`src/hdl/mue_pkg.sv`:
```
// ----------------------------------------------------------------------------
// mue_pkg
// types, constants and the character-to-pattern code table for the encoder
// ----------------------------------------------------------------------------
package mue_pkg;

  localparam int unsigned PatW   = 19;   // longest pattern, in timing units
  localparam int unsigned GapW   = 3;    // inter-character gap, in timing units
  localparam int unsigned ShiftW = PatW + GapW;
  localparam int unsigned LenW   = 5;    // holds counts up to ShiftW

  localparam logic [7:0] CharSpace = 8'h20;

  typedef struct packed {
    logic [7:0] char_code;
    logic       end_of_text;
  } in_item_t;

  typedef struct packed {
    logic key_level;
    logic last_unit;
  } out_item_t;

  // one code table entry: pattern left-aligned, first unit in the msb
  typedef struct packed {
    logic [LenW-1:0] len;
    logic [PatW-1:0] bits;
  } pat_ent_t;

  // serializer status toward the pipeline control
  typedef struct packed {
    logic busy;
    logic on_last;
  } ser_stat_t;

  function automatic pat_ent_t pat_mk(input logic [LenW-1:0] len,
                                      input logic [PatW-1:0] bits);
    pat_ent_t e;
    e.len  = len;
    e.bits = bits << (LenW'(PatW) - len);
    return e;
  endfunction

  function automatic pat_ent_t pat_lookup(input logic [7:0] c);
    pat_ent_t e;
    case (c)
      8'h61: e = pat_mk(5'd5,  19'b10111);                 // a
      8'h62: e = pat_mk(5'd9,  19'b111010101);             // b
      8'h63: e = pat_mk(5'd11, 19'b11101011101);           // c
      8'h64: e = pat_mk(5'd7,  19'b1110101);               // d
      8'h65: e = pat_mk(5'd1,  19'b1);                     // e
      8'h66: e = pat_mk(5'd9,  19'b101011101);             // f
      8'h67: e = pat_mk(5'd9,  19'b111011101);             // g
      8'h68: e = pat_mk(5'd7,  19'b1010101);               // h
      8'h69: e = pat_mk(5'd3,  19'b101);                   // i
      8'h6a: e = pat_mk(5'd13, 19'b1011101110111);         // j
      8'h6b: e = pat_mk(5'd9,  19'b111010111);             // k
      8'h6c: e = pat_mk(5'd9,  19'b101110101);             // l
      8'h6d: e = pat_mk(5'd7,  19'b1110111);               // m
      8'h6e: e = pat_mk(5'd5,  19'b11101);                 // n
      8'h6f: e = pat_mk(5'd11, 19'b11101110111);           // o
      8'h70: e = pat_mk(5'd11, 19'b10111011101);           // p
      8'h71: e = pat_mk(5'd13, 19'b1110111010111);         // q
      8'h72: e = pat_mk(5'd7,  19'b1011101);               // r
      8'h73: e = pat_mk(5'd5,  19'b10101);                 // s
      8'h74: e = pat_mk(5'd3,  19'b111);                   // t
      8'h75: e = pat_mk(5'd7,  19'b1010111);               // u
      8'h76: e = pat_mk(5'd9,  19'b101010111);             // v
      8'h77: e = pat_mk(5'd9,  19'b101110111);             // w
      8'h78: e = pat_mk(5'd11, 19'b11101010111);           // x
      8'h79: e = pat_mk(5'd13, 19'b1110101110111);         // y
      8'h7a: e = pat_mk(5'd11, 19'b11101110101);           // z
      8'h30: e = pat_mk(5'd19, 19'b1110111011101110111);   // 0
      8'h31: e = pat_mk(5'd17, 19'b10111011101110111);     // 1
      8'h32: e = pat_mk(5'd15, 19'b101011101110111);       // 2
      8'h33: e = pat_mk(5'd13, 19'b1010101110111);         // 3
      8'h34: e = pat_mk(5'd11, 19'b10101010111);           // 4
      8'h35: e = pat_mk(5'd9,  19'b101010101);             // 5
      8'h36: e = pat_mk(5'd11, 19'b11101010101);           // 6
      8'h37: e = pat_mk(5'd13, 19'b1110111010101);         // 7
      8'h38: e = pat_mk(5'd15, 19'b111011101110101);       // 8
      8'h39: e = pat_mk(5'd17, 19'b11101110111011101);     // 9
      8'h2e: e = pat_mk(5'd17, 19'b10111010111010111);     // period
      8'h2c: e = pat_mk(5'd19, 19'b1110111010101110111);   // comma
      8'h3a: e = pat_mk(5'd17, 19'b11101110111010101);     // colon
      8'h3f: e = pat_mk(5'd15, 19'b101011101110101);       // question mark
      8'h27: e = pat_mk(5'd19, 19'b1011101110111011101);   // apostrophe
      8'h2d: e = pat_mk(5'd15, 19'b111010101010111);       // hyphen
      8'h2b: e = pat_mk(5'd13, 19'b1011101011101);         // plus
      8'h3d: e = pat_mk(5'd13, 19'b1110101010111);         // equals
      default: e = pat_mk(5'd5, 19'b00000);                // space, unknown
    endcase
    return e;
  endfunction

endpackage

```
`src/hdl/mue_pat_rom.sv`:
```
// ----------------------------------------------------------------------------
// mue_pat_rom
// code table rom with registered read
// ----------------------------------------------------------------------------
module mue_pat_rom (
  input  logic              clk,
  input  logic              rd_en,
  input  logic [7:0]        rd_addr,
  output mue_pkg::pat_ent_t rd_data
);
  import mue_pkg::*;

  pat_ent_t rd_data_r;

  // read data holds while no new read is issued
  always_ff @(posedge clk) begin
    if (rd_en) begin
      rd_data_r <= pat_lookup(rd_addr);
    end
  end

  assign rd_data = rd_data_r;

endmodule

```
`src/hdl/mue_serializer.sv`:
```
// ----------------------------------------------------------------------------
// mue_serializer
// shifts out one character's keying pattern, one timing unit per transaction
// ----------------------------------------------------------------------------
module mue_serializer (
  input  logic               clk,
  input  logic               rst_n,
  input  logic               load,
  input  logic               gap,
  input  mue_pkg::pat_ent_t  ent,
  input  logic               out_stall,
  output mue_pkg::ser_stat_t stat,
  output mue_pkg::out_item_t out_data
);
  import mue_pkg::*;

  logic              vld_r, vld_nxt;
  logic [LenW-1:0]   cnt_r, cnt_nxt;
  logic [ShiftW-1:0] shift_r, shift_nxt;
  logic              take;

  assign take = vld_r && !out_stall;

  always_comb begin
    vld_nxt   = vld_r;
    cnt_nxt   = cnt_r;
    shift_nxt = shift_r;
    if (take) begin
      shift_nxt = {shift_r[ShiftW-2:0], 1'b0};
      cnt_nxt   = cnt_r - LenW'(1);
      if (cnt_r == LenW'(1)) begin
        vld_nxt = 1'b0;
      end
    end
    if (load) begin
      vld_nxt = 1'b1;
      if (gap) begin
        // three off units lead the pattern
        shift_nxt = {{GapW{1'b0}}, ent.bits};
        cnt_nxt   = ent.len + LenW'(GapW);
      end else begin
        shift_nxt = {ent.bits, {GapW{1'b0}}};
        cnt_nxt   = ent.len;
      end
    end
  end

  always_ff @(posedge clk) begin
    if (!rst_n) begin
      vld_r <= 1'b0;
    end else begin
      vld_r <= vld_nxt;
    end
  end

  always_ff @(posedge clk) begin
    cnt_r   <= cnt_nxt;
    shift_r <= shift_nxt;
  end

  assign stat.busy          = vld_r;
  assign stat.on_last       = vld_r && (cnt_r == LenW'(1));
  assign out_data.key_level = shift_r[ShiftW-1];
  assign out_data.last_unit = (cnt_r == LenW'(1));

endmodule

```
`src/hdl/morse_unit_encoder.sv`:
```
// ----------------------------------------------------------------------------
// morse_unit_encoder
// international morse encoder: one character in, keying units out
// ----------------------------------------------------------------------------
//
//   channel  direction  handshake             payload
//   in_      input      in_valid / in_stall   in_item_t  {char_code, end_of_text}
//   out_     output     out_valid / out_stall out_item_t {key_level, last_unit}
//
// one timing unit leaves per cycle unless out_stall holds it, so a character is 1 to 22
// units long (pattern length, plus a three-unit gap between non-space characters of one
// text); the output serializer sets the rate
// a character is looked up in the code table rom (registered read) while the
// previous one is still shifting out, so units follow without a bubble
// reset clears the pipeline valids and the previous-character flag
// out_stall freezes the serializer; in_stall rises when a full rom stage cannot load
//
module morse_unit_encoder (
  input  logic               clk,
  input  logic               rst_n,
  input  logic               in_valid,
  output logic               in_stall,
  input  mue_pkg::in_item_t  in_data,
  output logic               out_valid,
  input  logic               out_stall,
  output mue_pkg::out_item_t out_data
);
  import mue_pkg::*;

  // pipeline control
  logic      in_acc;
  logic      lk_vld_r, lk_vld_nxt;   // rom stage holds a looked-up character
  logic      gap_r;                  // that character gets a leading gap
  logic      prev_nonspace_r, prev_nonspace_nxt;
  logic      is_space;
  logic      ser_load;
  logic      ser_done;
  pat_ent_t  rom_data;
  ser_stat_t ser_stat;

  assign is_space = (in_data.char_code == CharSpace);
  assign in_acc   = in_valid && !in_stall;

  // serializer frees up on the transaction of its last unit
  assign ser_done = ser_stat.on_last && !out_stall;
  assign ser_load = lk_vld_r && (!ser_stat.busy || ser_done);
  assign in_stall = lk_vld_r && !ser_load;

  always_comb begin
    lk_vld_nxt = lk_vld_r;
    if (ser_load) begin
      lk_vld_nxt = 1'b0;
    end
    if (in_acc) begin
      lk_vld_nxt = 1'b1;
    end
  end

  // gap only between two non-space characters of one text
  always_comb begin
    prev_nonspace_nxt = prev_nonspace_r;
    if (in_acc) begin
      prev_nonspace_nxt = !is_space && !in_data.end_of_text;
    end
  end

  always_ff @(posedge clk) begin
    if (!rst_n) begin
      lk_vld_r        <= 1'b0;
      prev_nonspace_r <= 1'b0;
    end else begin
      lk_vld_r        <= lk_vld_nxt;
      prev_nonspace_r <= prev_nonspace_nxt;
    end
  end

  always_ff @(posedge clk) begin
    if (in_acc) begin
      gap_r <= prev_nonspace_r && !is_space;
    end
  end

  // code table lookup, issued with the input transaction
  mue_pat_rom u_rom (
    .clk     (clk),
    .rd_en   (in_acc),
    .rd_addr (in_data.char_code),
    .rd_data (rom_data)
  );

  // unit-by-unit output
  mue_serializer u_ser (
    .clk       (clk),
    .rst_n     (rst_n),
    .load      (ser_load),
    .gap       (gap_r),
    .ent       (rom_data),
    .out_stall (out_stall),
    .stat      (ser_stat),
    .out_data  (out_data)
  );

  assign out_valid = ser_stat.busy;

endmodule

```
`config.mk`:
```
export PLATFORM = sky130hd
export DESIGN_NAME = morse_unit_encoder
export DESIGN_NICKNAME = d
export VERILOG_FILES = /design/src/hdl/mue_pkg.sv /design/src/hdl/mue_pat_rom.sv /design/src/hdl/mue_serializer.sv /design/src/hdl/morse_unit_encoder.sv
export SDC_FILE = /design/constraint.sdc
export NUM_CORES = 1
export LEC_CHECK = 0
export BUFFER_PORTS_ARGS = -buffer_cell sky130_fd_sc_hd__buf_4
export CORE_MARGIN = 3
export CORE_UTILIZATION = 45
export DETAILED_ROUTE_END_ITERATION = 12
export SLEW_MARGIN = 20
export SYNTH_ARGS = -nofsm -noshare
export SYNTH_HDL_FRONTEND = slang
export SYNTH_SLANG_ARGS = --single-unit
```
`constraint.sdc`:
```
create_clock -name clk -period 2.6 [get_ports clk]
set_input_delay 0.13 -clock clk [delete_from_list [all_inputs] [get_ports clk]]
set_output_delay 0.13 -clock clk [all_outputs]
set_load 0.02 [all_outputs]
```
==> metrics.cfg, run 1 <==
[power]
p_comb_share_pct=21.4
power.density_nw_per_um2=496.3
p_leak_uw=0.001493
switching_share_pct=27.74
power_switching_uw=530.6
p_total_uw=1913
power_frac_seq_pct=56.0
p_int_uw=1382
clock_power_share_pct=22.6
ir_worst_vdd_v=0.0002038

[sta]
rsz0062_at_grt=false
fmax_mhz=463.5
min_period_ns=2.158
hold_viol_final=0
fin_crit_sh_pct=82.99
setup_tns_ns=0
relSlewSlack_pct=60.34
setup_viol=0
worst_slew_pin_slew_ns=0.5943
holdWs_ns=0.04477
skew_ns=0.007026
slew_viol_final=0

[clock_tree]
post-cts-setup-buffers=0
ctsResizeCount=0
clock_latency_ns=0.30
clockBufferDepth=2
cts.clk_slew.worst_paths_ns=0.09
cts_made_buffers=5
htreeDepth=2
cts_tree=yes
clkSinkCount=53
cts_hold_buf=0
cts_root_buffer=clkbuf_8

[setup_path]
cp-end-kind=flop
worstPathArrival_ns=2.21
critPathRequiredTime_ns=2.65
worstSetupPathType=flop to flop
cp_max_fo=9
critPathLaunchType=flop
ff2ff_setup_slack_ns=0.44

[route]
drt_iter0_markers=157
ant_nets=0
drc_errors=0
routed_wl_mm=7.747
routedWlPerCell_um=16.84
route.vias.total=2679
vias_per_cell=5.824
firstDrtPassIters=5

[job]
max_cap_violations=0

[synth]
synth_area_um2=3586
synth-edff-count=50
synth_ff_type=edfxtp_1
ys_ff_latch=53
ys_seq_area_share_pct=43.55
yosysMostFrequentCell=edfxtp_1
yosys-top-cells-count=edfxtp_1 (50), a21oi_1 (35), mux2i_1 (29)
netlist_instances=357
synthTopCellsByArea=edfxtp_1 (42%), mux2i_1 (8.1%), ha_1 (6.3%)
async_flop_share_pct=0
synth_cell_types=55
avgSynthCellArea_um2=10.04
syn-num-nets=388
yosys_warnings=0
yosysTopAreaCellShare_pct=41.87
synth_top_area_cell=edfxtp_1

[grt]
grt_pass1_wl_mm=12.53
grt_max_degree=40
antenna_found_initial=0
grt.total_usage_pct=17.88
grt_overflow=0
grt_pass1_vias=2481

[placement]
post-place-cells=452
placed_cell_area_um2=3774
place_congestion=0.9079
dp_hpwl_mm=5.602
port_buffers=16

[status]
status=completed

[final_layout]
areaGrowthSynthToFinish_pct=7.502
final_cell_area_um2=3855
fin_cells=460
insertedDiodeCount=0
drive_above_1_share_pct=12.74
layout.nets=391

[floorplanning]
die_h_um=95.27
die_x_um=95.27
die-area_um2=9075
start_util_pct=47.90
ios=17
num_rows=31
core_area_um2=7486

[min_path]
hp-class=input pin to flop

-- cell type report --
type / count / area [µm²]
fill: 694 / 3631
multi-input combinational: 258 / 1841
sequential: 53 / 1562
timing repair buffer: 24 / 180.2
tap: 99 / 123.9
clock buffer: 5 / 68.82
inverter: 18 / 67.56
clock inverter: 3 / 12.51
-- flip-flops by register name (all words and copies together) (netlist names) --
name             cells
prev_nonspace_r      1
u_ser.shift_r       22
u_ser.cnt_r          5
gap_r                1
u_rom.rd_data       22
u_ser.vld_r          1
lk_vld_r             1
-- cells by family (layout without fill, tap and decap cells) --
kind of cell,after synthesis,after routing,synth area share [%]
flops,53,53,43.55
xor+xnor,5,5,1.221
compound gates,117,117,21.32
simple gates,83,83,11.83
buf+inv,46,50,5.303
mux,35,35,10.50
fa+ha+maj,18,18,6.281
-- cells in the final DEF, fill, tap and decap left out, drive strengths merged, types with 3 or more instances in the layout --
| cell | n |
|---|---|
| clkbuf | 5 |
| clkinv | 3 |
| nor2 | 19 |
| dfxtp | 3 |
| a211oi | 3 |
| mux2 | 5 |
| a21boi | 3 |
| or2 | 3 |
| nand3 | 4 |
| a31oi | 22 |
| nor3 | 3 |
| a311oi | 4 |
| nand2b | 8 |
| a21oi | 35 |
| nor2b | 10 |
| xnor2 | 3 |
| a21o | 3 |
| or3 | 3 |
| buf | 24 |
| mux2i | 29 |
| edfxtp | 50 |
| inv | 18 |
| a211o | 4 |
| ha | 18 |
| o21ai | 19 |
| nand2 | 22 |
| o211a | 3 |
-- worst max-delay path: stages (launching register included) --
cell and delay, ns:
edfxtp_1 0.39, inv_1 0.09, ha_1 0.14, or4b_4 0.49
o21ai_4 0.14, nand2_1 0.28, buf_4 0.27, mux2i_1 0.11
-- per-layer routing --
metal  track usage [%]  up-vias  routed length (µm)
met5                 0        -                   0
met4             7.212        0                 172
met3             1.973       13                 367
met2             29.04       93                3677
met1             24.34     1234                3530
li1                  -     1339                   -
-- final timing paths --
check               endpoint            start  cells past startpoint
max           u_ser.cnt_r[2]   u_ser.cnt_r[1]                      7
min reg2reg  prev_nonspace_r  prev_nonspace_r                      2
max reg2reg   u_ser.cnt_r[2]   u_ser.cnt_r[1]                      7
min                 lk_vld_r         in_valid                      2
-- power groups by stage --
stage / Clock, µW / Sequential [µW] / Combinational [µW]
finish: 433 / 1070 / 410
global route: 477 / 1080 / 457
CTS: 448 / 1070 / 410
detailed placement: 0 / 1090 / 410
global placement: 0 / 1090 / 408
floorplan: 0 / 1080 / 307
-- per-stage QoR --
stage / setup slack [ns] / utilization (%)
after global routing: 0.3026 / 51.50
after detailed placement: 0.3629 / 50.41
after CTS: 0.4225 / 51.50
final: 0.4423 / 51.50
after global placement: 0.3653 / 50.41
after floorplan: 0.04732 / -
(Power assumes the default switching activity.)
==> run 2: changes to the inputs <==
ABC_AREA = 1   (was default)
clock period = 2.1 ns   (was 2.6 ns; I/O delays follow)
==> metrics.cfg, run 2 <==
[floorplanning]
die_h_um=93.81
start_util_pct=47.08
ios=17
die-area_um2=8799
num_rows=31
die_x_um=93.81
core_area_um2=7370

[status]
status=completed

[clock_tree]
cts_root_buffer=clkbuf_8
post-cts-setup-buffers=0
cts_hold_buf=0
clock_latency_ns=0.30
ctsResizeCount=0
cts_tree=yes
cts_made_buffers=5
clkSinkCount=53
clockBufferDepth=2
cts.clk_slew.worst_paths_ns=0.08
htreeDepth=2

[final_layout]
final_cell_mix=nand2_1 (105), edfxtp_1 (50), nor2_1 (47)
final_common_cell=nand2_1
areaGrowthSynthToFinish_pct=8.114
layout.nets=462
insertedDiodeCount=0
drive_above_1_share_pct=9.028
fill_cells=721

[placement]
dp_hpwl_mm=6.259
port_buffers=16
place_ws_ns=0.3218
place_congestion=0.9883

[synth]
yosysMostFrequentCell=nand2_1
synth_ff_type=edfxtp_1
netlist_instances=420
yosysTopAreaCellShare_pct=43.27
synth_cell_types=31
synth-edff-count=50
synthTopCellsByArea=edfxtp_1 (43%), nand2_1 (11%), ha_1 (6.5%)
ys_seq_area_share_pct=45.01
async_flop_share_pct=0
yosys_warnings=0
avgSynthCellArea_um2=8.261
ys_ff_latch=53
synth_area_um2=3470
syn-num-nets=451
synth_top_area_cell=edfxtp_1
yosys-top-cells-count=nand2_1 (105), edfxtp_1 (50), nor2_1 (47)

[setup_path]
cp_max_fo=23
crit_path_frequent_cell=inv_1
critPathLaunchType=flop
worstPathArrival_ns=1.76
worstPathCellList=inv_1 -> ha_1 -> inv_1 -> nor2_1 -> nand3_2 -> nand3_1 -> nand2_1 -> inv_1 -> buf_12
worstSetupPathType=flop to flop
cp_slowest_cell=edfxtp_1
critPathMaxStageDelay_ns=0.36
critPathRequiredTime_ns=2.11
cp-end-kind=flop

[route]
routed_wl_mm=8.147
drc_errors=0
route.vias.total=2763
firstDrtPassIters=5
drt_iter0_markers=119
routedWlPerCell_um=15.34
vias_per_cell=5.203
ant_nets=0

[grt]
grt_pass1_vias=2714
grt_overflow=0
grt.total_usage_pct=19.77
grt_pass1_wl_mm=13.52
antenna_found_initial=0
grt_max_degree=50

[sta]
slew_viol_final=0
min_period_ns=1.744
fin_crit_sh_pct=83.03
setup_viol=0
skew_ns=0.006938
relSlewSlack_pct=57.43
worst_slew_pin_slew_ns=0.6362
holdWs_ns=0.03373
setup_tns_ns=0
hold_viol_final=0
setup_ws_ns=0.3564
fmax_mhz=573.5
rsz0062_at_grt=false

[min_path]
hp-class=input pin to flop

[job]
max_cap_violations=0

[power]
p_leak_uw=0.001630
ir_worst_vdd_v=0.0002851
power.density_nw_per_um2=614.2

==> run 2: final timing paths <==
| kind | endpoint | slack [ns] | cells past startpoint | startpoint |
|---|---|---|---|---|
| max | u_rom.rd_data[9] | 0.36 | 9 | u_ser.cnt_r[1] |
| min | prev_nonspace_r | 0.03 | 3 | rst_n |
| max reg2reg | u_rom.rd_data[9] | 0.36 | 9 | u_ser.cnt_r[1] |
| min reg2reg | prev_nonspace_r | 0.48 | 2 | prev_nonspace_r |
==> run 2: cells by family after synthesis <==
kind of cell,Yosys count,synth area share (%)
adders and majority gates,18,6.491
and+or+nand+nor,196,23.55
DFF,53,45.01
muxes,15,4.327
xor gates and xnor gates,4,1.010
buffers and inverters,57,7.609
AOI/OAI and AO/OA,77,12.01
==> run 2: through the flow <==
stage                     power (µW)  util [%]  instances  cell area [µm²]
after floorplan                 1661         -        420             3470
after global placement          1800     49.80        523             3670
after detailed placement        1802     49.80        523             3670
after CTS                       2326     50.90        531             3751
after global routing            2448     50.90        531             3751
final                           2304     50.90        531             3751
==> run 2: where the power goes <==
part	leakage [µW]	internal [µW]	switching, µW	total [µW]
clock	0.0000430	225	301	526
sequential	0.000516	1270	37.7	1300
combinational	0.00107	165	307	473
total	0.00163	1660	647	2300
==> run 2: worst max-delay path, delay by kind of cell (launching register included) <==
| kind | cells | cell delay (ns) |
|---|---|---|
| buf+inv | 4 | 0.41 |
| flops | 1 | 0.36 |
| fa+ha+maj | 1 | 0.15 |
| simple gates | 4 | 0.53 |
==> run 2: final cells by class <==
class,count,area (µm²),share of cell area [%]
clock buffers,5,68.82,1.835
clock inverters,3,12.51,0.3336
inverters,39,146.4,3.903
multi-input cells,310,1648,43.93
flip-flops and latches,53,1562,41.63
well taps,99,123.9,3.302
repair buffers,22,190.2,5.070
==> run 2: layer usage <==
metal / track usage (%) / vias to the layer above / part of all wire, %
met5: 0 / - / 0
met4: 12.52 / 0 / 5.8
met3: 2.885 / 31 / 3.6
met2: 30.75 / 88 / 47
met1: 25.72 / 1213 / 44
li1: - / 1431 / -
